[config.mk]
export PLATFORM = sky130hd
export DESIGN_NAME = fcs_result_queue_flat
export DESIGN_NICKNAME = d
export VERILOG_FILES = /design/src/fcs_pkg.sv /design/src/fcs_if.sv /design/src/fcs_result_queue.sv /design/src/flat_wrapper.sv
export SDC_FILE = /design/constraint.sdc
export NUM_CORES = 1
export LEC_CHECK = 0
export ABC_AREA = 1
export BUFFER_PORTS_ARGS = -buffer_cell sky130_fd_sc_hd__buf_2
export CORE_ASPECT_RATIO = 1.5
export CORE_MARGIN = 2
export CORE_UTILIZATION = 60
export DETAILED_ROUTE_END_ITERATION = 6
export PLACE_DENSITY = 0.83
export SYNTH_ARGS = -nofsm -noshare
export SYNTH_HDL_FRONTEND = slang
export SYNTH_SLANG_ARGS = --single-unit
[constraint.sdc]
create_clock -name clock -period 21.1 [get_ports clock]
set_clock_uncertainty 0.2 [all_clocks]
set_input_delay 1.055 -clock clock [delete_from_list [all_inputs] [get_ports clock]]
set_output_delay 1.055 -clock clock [all_outputs]
set_load 0.01 [all_outputs]
[src/fcs_pkg.sv]
// fcs_pkg: types and constants shared by the frontier cell stencil block.
// Holds field widths, register indexes and the transaction payload structs.
// No dependencies.
package fcs_pkg;

   localparam int OCC_W      = 8;
   localparam int COORD_W    = 10;
   localparam int CNT_W      = 21;
   localparam int SIZE_W     = 11;
   localparam int THR_W      = 7;
   localparam int CSR_IDX_W  = 2;
   localparam int CSR_DATA_W = 11;

   localparam logic [CNT_W-1:0] CNT_MAX = '1;

   localparam logic [CSR_IDX_W-1:0] REG_MAP_WIDTH  = 2'd0;
   localparam logic [CSR_IDX_W-1:0] REG_MAP_HEIGHT = 2'd1;
   localparam logic [CSR_IDX_W-1:0] REG_FREE_THR   = 2'd2;
   localparam logic [CSR_IDX_W-1:0] REG_EIGHT_CONN = 2'd3;

   localparam logic [SIZE_W-1:0] MAP_WIDTH_RESET  = 11'd1024;
   localparam logic [SIZE_W-1:0] MAP_HEIGHT_RESET = 11'd1024;
   localparam logic [THR_W-1:0]  FREE_THR_RESET   = 7'd25;

   localparam int RSP_DEPTH  = 4;
   localparam int RSP_PTR_W  = $clog2(RSP_DEPTH);
   localparam int RSP_CNT_W  = $clog2(RSP_DEPTH + 1);

   typedef struct packed {
      logic [SIZE_W-1:0] map_width;
      logic [SIZE_W-1:0] map_height;
      logic [THR_W-1:0]  free_threshold;
      logic              eight_connectivity;
   } cfg_type;

   typedef struct packed {
      logic                    cmd;
      logic signed [OCC_W-1:0] occupancy;
      logic                    inflated;
      logic                    reachable;
   } item_type;

   typedef struct packed {
      logic [COORD_W-1:0] cell_x;
      logic [COORD_W-1:0] cell_y;
      logic               frontier;
      logic               frontier_eligible;
      logic               frontier_reachable;
      logic [CNT_W-1:0]   raw_count;
      logic [CNT_W-1:0]   eligible_count;
      logic [CNT_W-1:0]   reachable_count;
      logic [CNT_W-1:0]   unknown_count;
      logic               last;
   } result_type;

   typedef struct packed {
      logic       a_valid;
      logic       b_valid;
      result_type a;
      result_type b;
   } pair_type;

endpackage

[src/fcs_if.sv]


interface fcs_rsp_if;
   import fcs_pkg::*;
   logic               valid;
   logic               ready;
   logic [COORD_W-1:0] cell_x;
   logic [COORD_W-1:0] cell_y;
   logic               frontier;
   logic               frontier_eligible;
   logic               frontier_reachable;
   logic [CNT_W-1:0]   raw_count;
   logic [CNT_W-1:0]   eligible_count;
   logic [CNT_W-1:0]   reachable_count;
   logic [CNT_W-1:0]   unknown_count;
   logic               last;
   modport source (output valid, output cell_x, output cell_y, output frontier,
                   output frontier_eligible, output frontier_reachable,
                   output raw_count, output eligible_count, output reachable_count,
                   output unknown_count, output last, input ready);
   modport sink (input valid, input cell_x, input cell_y, input frontier,
                 input frontier_eligible, input frontier_reachable,
                 input raw_count, input eligible_count, input reachable_count,
                 input unknown_count, input last, output ready);
endinterface


[src/fcs_result_queue.sv]
// fcs_result_queue: small result queue taking up to two results a cycle and
// presenting one per transaction on the result channel. Depends on fcs_pkg, fcs_if.
module fcs_result_queue (
   input  logic              clock,
   input  logic              reset,
   input  fcs_pkg::pair_type pair,
   output logic              room_ok,
   fcs_rsp_if.source         rsp_bus
);
   import fcs_pkg::*;

   result_type           slot_ff [RSP_DEPTH];
   logic [RSP_PTR_W-1:0] wr_ptr_ff, wr_ptr_in;
   logic [RSP_PTR_W-1:0] rd_ptr_ff, rd_ptr_in;
   logic [RSP_CNT_W-1:0] count_ff, count_in;
   logic [1:0]           n_push;
   logic                 pop;
   result_type           first;
   result_type           head;

   assign n_push  = {1'b0, pair.a_valid} + {1'b0, pair.b_valid};
   assign first   = pair.a_valid ? pair.a : pair.b;
   assign pop     = rsp_bus.valid && rsp_bus.ready;
   assign room_ok = count_ff <= RSP_CNT_W'(RSP_DEPTH - 2);

   assign wr_ptr_in = wr_ptr_ff + RSP_PTR_W'(n_push);
   assign rd_ptr_in = rd_ptr_ff + RSP_PTR_W'(pop);
   assign count_in  = count_ff + RSP_CNT_W'(n_push) - RSP_CNT_W'(pop);

   always_ff @(posedge clock) begin
      if (reset) begin
         wr_ptr_ff <= '0;
         rd_ptr_ff <= '0;
         count_ff  <= '0;
      end else begin
         wr_ptr_ff <= wr_ptr_in;
         rd_ptr_ff <= rd_ptr_in;
         count_ff  <= count_in;
      end
   end

   always_ff @(posedge clock) begin
      if (n_push != 2'd0) begin
         slot_ff[wr_ptr_ff] <= first;
      end
      if (n_push == 2'd2) begin
         slot_ff[wr_ptr_ff + 1'b1] <= pair.b;
      end
   end

   assign head                       = slot_ff[rd_ptr_ff];
   assign rsp_bus.valid              = count_ff != '0;
   assign rsp_bus.cell_x             = head.cell_x;
   assign rsp_bus.cell_y             = head.cell_y;
   assign rsp_bus.frontier           = head.frontier;
   assign rsp_bus.frontier_eligible  = head.frontier_eligible;
   assign rsp_bus.frontier_reachable = head.frontier_reachable;
   assign rsp_bus.raw_count          = head.raw_count;
   assign rsp_bus.eligible_count     = head.eligible_count;
   assign rsp_bus.reachable_count    = head.reachable_count;
   assign rsp_bus.unknown_count      = head.unknown_count;
   assign rsp_bus.last               = head.last;
endmodule

[src/flat_wrapper.sv]
// flat-port wrapper written by rule: the top's interface ports become plain ports
module fcs_result_queue_flat import fcs_pkg::*;
  (clock, reset, pair, room_ok, rsp_bus_valid, rsp_bus_cell_x, rsp_bus_cell_y, rsp_bus_frontier, rsp_bus_frontier_eligible, rsp_bus_frontier_reachable, rsp_bus_raw_count, rsp_bus_eligible_count, rsp_bus_reachable_count, rsp_bus_unknown_count, rsp_bus_last, rsp_bus_ready);
  fcs_rsp_if rsp_bus_i ();
  input  logic clock;
  input  logic reset;
  input  fcs_pkg::pair_type pair;
  output logic room_ok;
  output wire logic [$bits(rsp_bus_i.valid)-1:0] rsp_bus_valid;
  output wire logic [$bits(rsp_bus_i.cell_x)-1:0] rsp_bus_cell_x;
  output wire logic [$bits(rsp_bus_i.cell_y)-1:0] rsp_bus_cell_y;
  output wire logic [$bits(rsp_bus_i.frontier)-1:0] rsp_bus_frontier;
  output wire logic [$bits(rsp_bus_i.frontier_eligible)-1:0] rsp_bus_frontier_eligible;
  output wire logic [$bits(rsp_bus_i.frontier_reachable)-1:0] rsp_bus_frontier_reachable;
  output wire logic [$bits(rsp_bus_i.raw_count)-1:0] rsp_bus_raw_count;
  output wire logic [$bits(rsp_bus_i.eligible_count)-1:0] rsp_bus_eligible_count;
  output wire logic [$bits(rsp_bus_i.reachable_count)-1:0] rsp_bus_reachable_count;
  output wire logic [$bits(rsp_bus_i.unknown_count)-1:0] rsp_bus_unknown_count;
  output wire logic [$bits(rsp_bus_i.last)-1:0] rsp_bus_last;
  input wire logic [$bits(rsp_bus_i.ready)-1:0] rsp_bus_ready;
  assign rsp_bus_valid = rsp_bus_i.valid;
  assign rsp_bus_cell_x = rsp_bus_i.cell_x;
  assign rsp_bus_cell_y = rsp_bus_i.cell_y;
  assign rsp_bus_frontier = rsp_bus_i.frontier;
  assign rsp_bus_frontier_eligible = rsp_bus_i.frontier_eligible;
  assign rsp_bus_frontier_reachable = rsp_bus_i.frontier_reachable;
  assign rsp_bus_raw_count = rsp_bus_i.raw_count;
  assign rsp_bus_eligible_count = rsp_bus_i.eligible_count;
  assign rsp_bus_reachable_count = rsp_bus_i.reachable_count;
  assign rsp_bus_unknown_count = rsp_bus_i.unknown_count;
  assign rsp_bus_last = rsp_bus_i.last;
  assign rsp_bus_i.ready = rsp_bus_ready;
  fcs_result_queue u_core (.clock(clock), .reset(reset), .pair(pair), .room_ok(room_ok), .rsp_bus(rsp_bus_i));
endmodule
* Word-level counts from Yosys, hierarchy flattened *
Memories as Yosys holds them, arrays and structs flattened. A register that Yosys moved wholly into a read port is not among the register bits.
Cells that the tools add are included.

storage, ports and cells
  memories kept = 1
  bits in writable memories = 432
  register bits = 7
  logic and storage cells = 21

memories
  name            depth  width  read ports  clocked after memory_dff  write ports  line                    RTL
  u_core.slot_ff  4      108    1           1                         2            fcs_result_queue.sv:12  result_type slot_ff [RSP_DEPTH];

cells by class
  $lt $le $gt $ge = 1
  $add $sub $neg = 6
  multiplexer cells = 6
  reduce and logical (&&, ||, !) cells = 3
  equality and inequality tests = 1

operators with widths
  cell                                                                   number
  108-bit 2-to-1 mux                                                     1
  1-bit 2-to-1 mux                                                       4
  3-bit by 2-bit adder with 3-bit output                                 1
  3-bit by 2-bit <= comparator with 1-bit output, second input constant  1
  3-bit nonzero test                                                     1
  3-bit by 1-bit subtractor with 3-bit output                            1
  1-bit by 1-bit adder with 2-bit output                                 1
  2-bit by 1-bit adder with 2-bit output                                 1
  2-bit by 1-bit adder with 2-bit output, second input constant          1
  2-bit adder                                                            1
  2-bit == test, second input constant                                   1
  2-bit 2-to-1 mux                                                       1
  2-bit nonzero test                                                     1
  1-bit logical AND                                                      1

* Depth between registers and ports, before layout *
Gate-level depths: netlist of run 1.

  depth after elaboration = 4
  gate-level depth with buffers = 12
  gate-level depth less buffers = 10

* Worst setup path after synthesis of run 1 *
Ideal clock, no wire load.

  path type = input to register
  start point = input pair[217] (netlist name)
  end point = memory u_core.slot_ff[3][0] (netlist name), enable pin
  setup slack = 10367 ps
  arrival = 9800 ps
  path buffers = 4
  stages on the path = 7
  data required time = 20167 ps
  setup time = 733 ps
  cells stage by stage = buf_4 buf_6 buf_6 buf_2 inv_1 ha_1 o31ai_1

RTL lines
  element          line                    RTL
  start, declared  flat_wrapper.sv:7       input fcs_pkg::pair_type pair;
  end, declared    fcs_result_queue.sv:12

==> metrics list, run 1 <==
* Run status: complete, but fails checks
- The final reports fail on DRC.
- Chip width: 161 um
- Violation count after the first detailed-route iteration: 2191
* Fraction of the mapped netlist area in simple logic gates: 13.4%
* Design area: between 0.02 and 0.025 sq mm
- Buffers inserted during clock tree synthesis total between 40 and 50.
- Total power density per cell area: a little under 100 mW/mm^2
- Worst-margin pin slew: 1.21 ns
* Most common cell after layout, fill and taps aside: sky130_fd_sc_hd__nand2_1
- Remaining DRCs: 4
- Across all hold checks on the routed design, the worst slack comes to 0.469 ns.
- In this run the critical register-to-register path is launched from u_core.wr_ptr_ff[1]$_SDFF_PP0_.
* Total of warnings raised by yosys: 0
* Core box area: 0.0366 sq mm
- Gate count of the mapped netlist: 2411
- At the worst endpoint, the arrival time is 3.68 ns.
* Commonest cells after routing, fill and taps aside: 549 x sky130_fd_sc_hd__nand2_1, 516 x sky130_fd_sc_hd__o21ai_0, 432 x sky130_fd_sc_hd__edfxtp_1, 329 x sky130_fd_sc_hd__buf_2, 233 x sky130_fd_sc_hd__o21ai_1
- At the worst endpoint, the required time is 19.85 ns.
* Synthesized area per cell: 9.19 sq um
* Vias: 18830
* Startpoint types: register
* Critical path buffer and inverter count: 3
* Number of antenna violations at the first check in global routing: 0
* Via count of the first global-routing pass: 18275
- Routability congestion estimate: between 0.8 and 0.9
* Fraction of layout cells with a size suffix above 1: ~16%
* # IOs: 331
* Signed area change from the synthesized netlist to the final layout: 12.4%
- Unrepaired setup endpoints after global routing: false
- Global route overflow: 0
- In this run the cell area measured after placement is 0.0237 sq mm.
- VDD sags by at most 68.3 uV.
- Maximum fanout along the worst path: 114
- Cell class contributing the biggest share of worst-path delay: buffers and inverters
- Beginning of the critical path: u_core.rd_ptr_ff[0]$_SDFF_PP0_
- Clock slew seen by the registers of the worst setup and hold paths: 0.07 ns
- For this design, the sink count on the clock tree is 439.
* Critical path start-end classification: reg -> out
- Max stage delay cell, worst path: sky130_fd_sc_hd__buf_4
* Non-filler instance count after layout: 3133
- Buffers inserted to repair hold after CTS numbered 0.
- TritonCTS clock tree: done
- Row Count: 86
- Synthesis instantiated 27 different standard cells from the library.
* Wire length of the first global-routing pass: between 90000 and 100000 um
- The count of nets left with antenna violations once routing finished came out at 0.
- Endpoint of the most critical register-to-register path: u_core.slot_ff[1][104]$_DFFE_PP_
- Ordered list of cells on the worst path: buf_4 > buf_4 > o21ai_0 > o22ai_1 > buf_2
- Area fraction in compound gates after synthesis: 20.6%
- The final critical path takes up 23.4% of the cycle.
- Final core utilization: around two thirds
- Register bit count reported by yosys: 439
* Hold Fails Final Rpt: 0
- Inserted Diodes: 0
- Capturing element type of the critical path: primary output
- Dividing the detail-routed wire length by the instance count gives 19.1 um.
* Number of port buffers: 330
- The portion of synthesized area spent on multiplexers is 0%.
- The worst hold path belongs to the class reg -> reg.
- The root buffer cell chosen for the clock tree is sky130_fd_sc_hd__clkbuf_16.
- Post-Route Setup TNS: 0 ns
* Number of setup buffers added after CTS: 0
- In this run the worst setup path terminates at rsp_bus_eligible_count[7].
- Once the floorplan was initialized, standard cells occupied 60.6% of the core.
* Count of cell instances traversed by the critical path: 5
- Largest family of logic cells by synthesized area: compound AO/OA/AOI/OAI gates
- In this run the cell area of the synthesized design comes to 0.0222 sq mm.
- Min-Delay Path Depth: 3
- On the worst path, the slowest cell contributes a delay of 0.99 ns.
- Max-cap violations in this run came to 0.
* Clock latency at the later pin of the worst-skew pair: 0.54 ns
* FMAX: 0.203 GHz
- The first detailed-routing pass ran for 7 iterations.
* Net count after synthesis: 2638
* Aggregate routed wire length: 60000 um
* Die area: 0.0385 sq mm
- HPWL reported at the end of detailed placement: ~36000 um
- Fin. max-slew vios: 0
* Most frequent CP cell: sky130_fd_sc_hd__buf_4
- Final-stage net count: 2846
- GR Util All Layers: 30.3%
* Crit path time final: 4.93 ns
- Counting along the longest clock path gives a buffer depth of 3.
- Level count of the clock H-tree: 2
- Post-CTS repair changed the size of 0 cells.
- Cells after DPL: 3060
- Total leakage power: 10.2 nW
- Adder-cell share of the synthesized area: 0.373%
- In the routed layout, each cell is associated on average with a via count of 6.01.
- Pin count of the biggest net entering global routing: 140
* Worst R2R Path Depth: 5
- Post-synthesis xor/xnor area fraction: less than 1%
- Die Y-Extent: 239 um
* Minimum setup slack among reg-to-reg paths: 17.37 ns
- FILL cells: 2822
* Sequential-to-total area share from yosys stat: 59.2%
* Number of setup violations in the final report: 0
- In this run the tightest slew margin relative to its limit is 19.0%.
sequential cells by signal, indices dropped and copies added (netlist names):
signal and cells:
u_core.slot_ff 432, u_core.count_ff 3, u_core.rd_ptr_ff 2, u_core.wr_ptr_ff 2
cells in the mapped netlist:
cell | number | share of area (%)
sky130_fd_sc_hd__ha_1 | 5 | 0.28
sky130_fd_sc_hd__buf_2 | 73 | 1.6
sky130_fd_sc_hd__buf_1 | 2 | 0.034
sky130_fd_sc_hd__nand3_4 | 3 | 0.24
sky130_fd_sc_hd__dfxtp_1 | 7 | 0.63
sky130_fd_sc_hd__fa_1 | 1 | 0.090
sky130_fd_sc_hd__edfxtp_1 | 432 | 59
sky130_fd_sc_hd__xnor2_1 | 1 | 0.040
sky130_fd_sc_hd__nand3_1 | 2 | 0.045
sky130_fd_sc_hd__o21ai_2 | 9 | 0.36
sky130_fd_sc_hd__clkinv_1 | 1 | 0.017
sky130_fd_sc_hd__buf_6 | 5 | 0.25
sky130_fd_sc_hd__nand2_1 | 549 | 9.3
sky130_fd_sc_hd__inv_1 | 120 | 2.0
sky130_fd_sc_hd__o22ai_1 | 108 | 3.0
sky130_fd_sc_hd__nand3_2 | 1 | 0.045
sky130_fd_sc_hd__clkbuf_2 | 1 | 0.023
sky130_fd_sc_hd__xor2_1 | 1 | 0.040
sky130_fd_sc_hd__nor2_1 | 222 | 3.8
sky130_fd_sc_hd__a21oi_1 | 4 | 0.090
sky130_fd_sc_hd__clkbuf_1 | 77 | 1.3
sky130_fd_sc_hd__o21ai_1 | 233 | 5.3
sky130_fd_sc_hd__o31ai_1 | 4 | 0.14
sky130_fd_sc_hd__buf_4 | 30 | 1.0
sky130_fd_sc_hd__o21ai_0 | 516 | 12
sky130_fd_sc_hd__nand4_1 | 1 | 0.028
sky130_fd_sc_hd__inv_2 | 3 | 0.051
worst min-delay path by stage:
stage | slack, ns | start | endpoint
after floorplan | 0.38 | u_core.count_ff[2]$_SDFF_PP0_ | u_core.count_ff[2]$_SDFF_PP0_
after global placement | 0.41 | u_core.count_ff[2]$_SDFF_PP0_ | u_core.count_ff[2]$_SDFF_PP0_
after detailed placement | 0.45 | u_core.count_ff[2]$_SDFF_PP0_ | u_core.count_ff[2]$_SDFF_PP0_
after CTS | 0.46 | u_core.count_ff[2]$_SDFF_PP0_ | u_core.count_ff[2]$_SDFF_PP0_
after global routing | 0.50 | u_core.count_ff[2]$_SDFF_PP0_ | u_core.count_ff[2]$_SDFF_PP0_
final | 0.47 | u_core.count_ff[2]$_SDFF_PP0_ | u_core.count_ff[2]$_SDFF_PP0_
metrics by stage:
stage	power, mW	worst slack (ns)
after floorplan	1.56	10.37
after global placement	1.77	15.88
after detailed placement	1.79	15.80
after CTS	2.45	16.20
after global routing	2.56	15.94
final	2.46	16.17
power by group:
part / internal (mW) / switching (mW)
clock: 0.367 / 0.309
combinational: 0.199 / 0.453
sequential: 1.09 / 0.0331
worst register-to-register path: stages (launching register included):
cell,delay (ns)
sky130_fd_sc_hd__dfxtp_1,0.60
sky130_fd_sc_hd__inv_2,0.20
sky130_fd_sc_hd__nand3_4,0.55
sky130_fd_sc_hd__buf_4,0.75
sky130_fd_sc_hd__buf_4,0.87
sky130_fd_sc_hd__o21ai_0,0.26
area by class of cell:
type	count	area (sq um)	area share (%)
Clock buffer	62	1120	4.52
Clock inverter	11	48.8	0.196
Inverter	124	472	1.90
Multi-Input combinational cell	1660	7690	30.9
Sequential cell	439	13100	52.7
Tap cell	484	606	2.43
Timing Repair Buffer	353	1830	7.35
cell families after synthesis:
family	after synthesis
compound gates	874
simple gates	778
flops	439
buf+inv	312
fa+ha+maj	6
xor+xnor	2
per-layer routing:
layer	track usage [%]	routed length, um	up-vias
met3	3.93	5290	166
met1	35.5	20500	8786
met2	52.6	30700	1024
met5	0	0	-
li1	-	-	8854
met4	19.6	3480	0
(Power assumes the default switching activity.)
==> run 2: changes to the inputs <==
- ABC_AREA: 1 -> 0
- CORE_UTILIZATION: 60 -> 52
- PLACE_DENSITY: 0.83 -> 0.77
- clock period: 21.1 -> 4.3 ns (I/O delays scaled with it)
==> run 2 against run 1 <==
Net effect: the run now ends clean; power rose to 5.2 times the previous value; worst hold slack got worse by 0.38 ns; synthesized cell count fell by 55%; global-route usage fell by 4.1 points; core utilization rose by 2.0 points; setup slack got worse by 15 ns; non-clock buffer count rose by 324; die area rose by 9.7%; combinational power rose to 5.2 times the previous value.
==> metrics list, run 2 <==
* Run status: finished clean
* Number of distinct standard cells referenced by the synthesized netlist: 33
* Total power density per cell area: 459 mW/mm^2
- The final number of max-transition violations was 0.
* Via count of the first global-routing pass: approximately 15000
- Yosys instantiated no cell more often than sky130_fd_sc_hd__edfxtp_1.
* Arrival time at the worst endpoint: between 3 and 4 ns
* Effective utilization at floorplan: a little over half
* Leading cell types by count after synthesis: 432 x sky130_fd_sc_hd__edfxtp_1, 412 x sky130_fd_sc_hd__mux2_2, 108 x sky130_fd_sc_hd__mux4_2, 49 x sky130_fd_sc_hd__buf_2, 20 x sky130_fd_sc_hd__mux2_1
- In this run the vertical extent of the chip is 251 um.
- The min-delay analysis places its worst path in the category in -> reg.
- WHS: 0.0885 ns
- Gate count of the mapped netlist: 1095
* Die area: 0.0422 sq mm
- Clock tree synthesis found a total of 439 sinks.
* Violation count after the first detailed-route iteration: 905
- Synthesized area per cell: 19.3 sq um
- Number of port buffers: 330
- Clock-pin slew was measured on the worst setup and hold paths at ~0.060 ns.
- Number of antenna violations at the first check in global routing: 8
- Setup repair after global routing left no endpoint under its margin.
- In this run the remaining antenna-violating nets after routing total 0.
- Total of warnings raised by yosys: 0
- Number of setup buffers added after CTS: 0
* Number of setup violations in the final report: 0
- The synthesized design contains 432 enable-type register cells.
- Row Count: 90
* Remaining DRCs: 0
* Portion of synthesized cell area occupied by the leading cell type: between 60% and 70%
* Crit path required time: around 4.4 ns
- In this run the horizontal extent of the chip is 168 um.
- Capturing element type of the critical path: register
- Number of buffers inserted during clock tree synthesis: 42
- Worst-margin pin slew: 0.977 ns
- Total leakage power: roughly 10 nW
* Global route overflow: 0
- Wire length of the first global-routing pass: ~84000 um
- Counting flops with an async set or reset pin after synthesis yields a share of 0%.
- TritonCTS clock tree: done
- Period Utilization, post-route: ~77%
* Primary flip-flop cell chosen by synthesis mapping: sky130_fd_sc_hd__edfxtp_1
- Final-stage net count: 1972
* Register bit count reported by yosys: between 400 and 500
- In this design, the stage delay of the slowest critical-path cell is 0.60 ns.
- In the final layout, the registers with the most flip-flops are u_core.slot_ff x432, u_core.count_ff x3.
- # IOs: 331
- Slew Limit Headroom: around a third
* Aggregate routed wire length: between 50000 and 60000 um
- Clock tree root driver cell: sky130_fd_sc_hd__clkbuf_16
* Critical path start-end classification: reg -> reg
* Signed area change from the synthesized netlist to the final layout: 33.0%
- The synthesized design spends more area on one cell type than any other, namely sky130_fd_sc_hd__edfxtp_1.
* Maximum fanout along the worst path: 30
* Synth top area cells: sky130_fd_sc_hd__edfxtp_1 61%, sky130_fd_sc_hd__mux2_2 22%, sky130_fd_sc_hd__mux4_2 12%, sky130_fd_sc_hd__buf_2 1.2%, sky130_fd_sc_hd__mux2_1 1.1%
* Ordered list of cells on the worst path: nand3b_1 > nand2_4 > buf_4 > mux2_2 > dlygate4sd3_1
- Resize count post-CTS: 0
- Routability-driven placement finished with a final weighted congestion of 0.777.
* Core box area: 0.0401 sq mm
* Post-Route Setup TNS: 0 ns
- Number of flip-flops in the largest register: between 400 and 500
* GR Util All Layers: 26.3%
- Across the VDD grid, the largest voltage drop is 474 uV.
* Commonest cells after routing, fill and taps aside: 432 x sky130_fd_sc_hd__edfxtp_1, 412 x sky130_fd_sc_hd__mux2_2, 330 x sky130_fd_sc_hd__buf_2, 326 x sky130_fd_sc_hd__dlygate4sd3_1, 108 x sky130_fd_sc_hd__mux4_2
- Entering global routing, the biggest net connects 84 pins.
- First-pass detailed-route iteration total: 5
* Fraction of layout cells with a size suffix above 1: 52.9%
- Final core utilization: between 60% and 70%
- HPWL reported at the end of detailed placement: 29900 um
- For this run, the register share of the synthesized area comes to 62.1%.
- Level count of the clock H-tree: 2
- Among all stages on the critical path, the largest delay is contributed by sky130_fd_sc_hd__dfxtp_1.
* Vias: 13194
- In the final routed layout, each cell accounts on average for 24.2 um.
* Crit path time final: 3.30 ns
* Most common cell after layout, fill and taps aside: sky130_fd_sc_hd__edfxtp_1
* FMAX: 0.303 GHz
- Register ranked first by flip-flop count: u_core.slot_ff
- Clock Tree Buf Depth: 3
* Netlist area before placement: 0.0211 sq mm
- Max-cap violations in this run came to 0.
* Hold Fails Final Rpt: 0
* Critical path buffer and inverter count: 2
- Cell class contributing the biggest share of worst-path delay: buffers and inverters
- Clock latency at the later pin of the worst-skew pair: 0.54 ns
- The worst setup path is launched from a register.
* Number of vias per cell: 5.76
- Net count after synthesis: 1322
## run 2: cell types whose count changed after synthesis, moves of 108 or more
cell / before / now
sky130_fd_sc_hd__nand2_1: 549 / 4
sky130_fd_sc_hd__o21ai_0: 516 / 1
sky130_fd_sc_hd__mux2_2: 0 / 412
sky130_fd_sc_hd__o21ai_1: 233 / 0
sky130_fd_sc_hd__nor2_1: 222 / 7
sky130_fd_sc_hd__inv_1: 120 / 4
sky130_fd_sc_hd__mux4_2: 0 / 108
sky130_fd_sc_hd__o22ai_1: 108 / 0
## run 2: layout make-up
cell class / instances / area (sq um)
Antenna cell: 8 / 20.0
Clock buffer: 51 / 1150
Clock inverter: 26 / 267
Fill cell: 2512 / 12000
Inverter: 5 / 18.8
Multi-Input combinational cell: 580 / 7670
Sequential cell: 439 / 13100
Tap cell: 506 / 633
Timing Repair Buffer: 677 / 5180
## run 2: through the flow
stage / worst slack [ns] / total power [mW] / area (sq um) / instances
floorplan: 0.0481 / 7.61 / 21100 / 1095
global placement: 1.42 / 8.73 / 23400 / 1881
detailed placement: 1.39 / 8.81 / 23400 / 1881
CTS: 1.01 / 12.9 / 28000 / 2284
global route: 0.872 / 13.3 / 28100 / 2292
finish: 0.999 / 12.9 / 28100 / 2292
## run 2: tightest hold or removal path: stages
cell and delay (ns):
sky130_fd_sc_hd__buf_2 0.12, sky130_fd_sc_hd__inv_1 0.06, sky130_fd_sc_hd__ha_1 0.17, sky130_fd_sc_hd__ha_1 0.13, sky130_fd_sc_hd__nor2b_1 0.11
## run 2: repair_timing
| action | in CTS | in global routing |
|---|---|---|
| hold endpoints to repair | 439 | 0 |
| hold buffers | 326 | 0 |
| endpoints found under the setup margin | 0 | 0 |
## run 2: cells by family after synthesis
kind of cell,share of synthesized area (%)
flops,62.1
compound gates,0.302
buf+inv,1.82
xor+xnor,0.208
mux,34.6
fa+ha+maj,0.391
simple gates,0.504
## run 2: worst paths after layout
kind,startpoint,endpoint,slack (ns),depth (start not counted)
worst max-delay path,u_core.wr_ptr_ff[0]$_SDFF_PP0_,u_core.slot_ff[2][64]$_DFFE_PP_,1.0,5
worst min-delay path,pair[216],u_core.wr_ptr_ff[0]$_SDFF_PP0_,0.09,5
worst max register to register,u_core.wr_ptr_ff[0]$_SDFF_PP0_,u_core.slot_ff[2][64]$_DFFE_PP_,1.0,5
worst min register to register,u_core.count_ff[2]$_SDFF_PP0_,u_core.count_ff[2]$_SDFF_PP0_,0.40,2
## run 2: layer usage
layer	vias to the layer above	track usage (%)	routed length [um]
met3	147	4.01	2570
met1	6775	30.3	20900
met4	0	12.8	2630
met2	441	47.5	29300
li1	5831	-	-
met5	-	0	0
## run 2: power by group
part           leakage (nW)  total, mW  switching, mW  internal (mW)
clock network         0.690       3.85           1.59           2.26
logic                  5.24       3.41           1.67           1.74
registers              4.12       5.61          0.252           5.36
total                  10.0       12.9           3.51           9.36
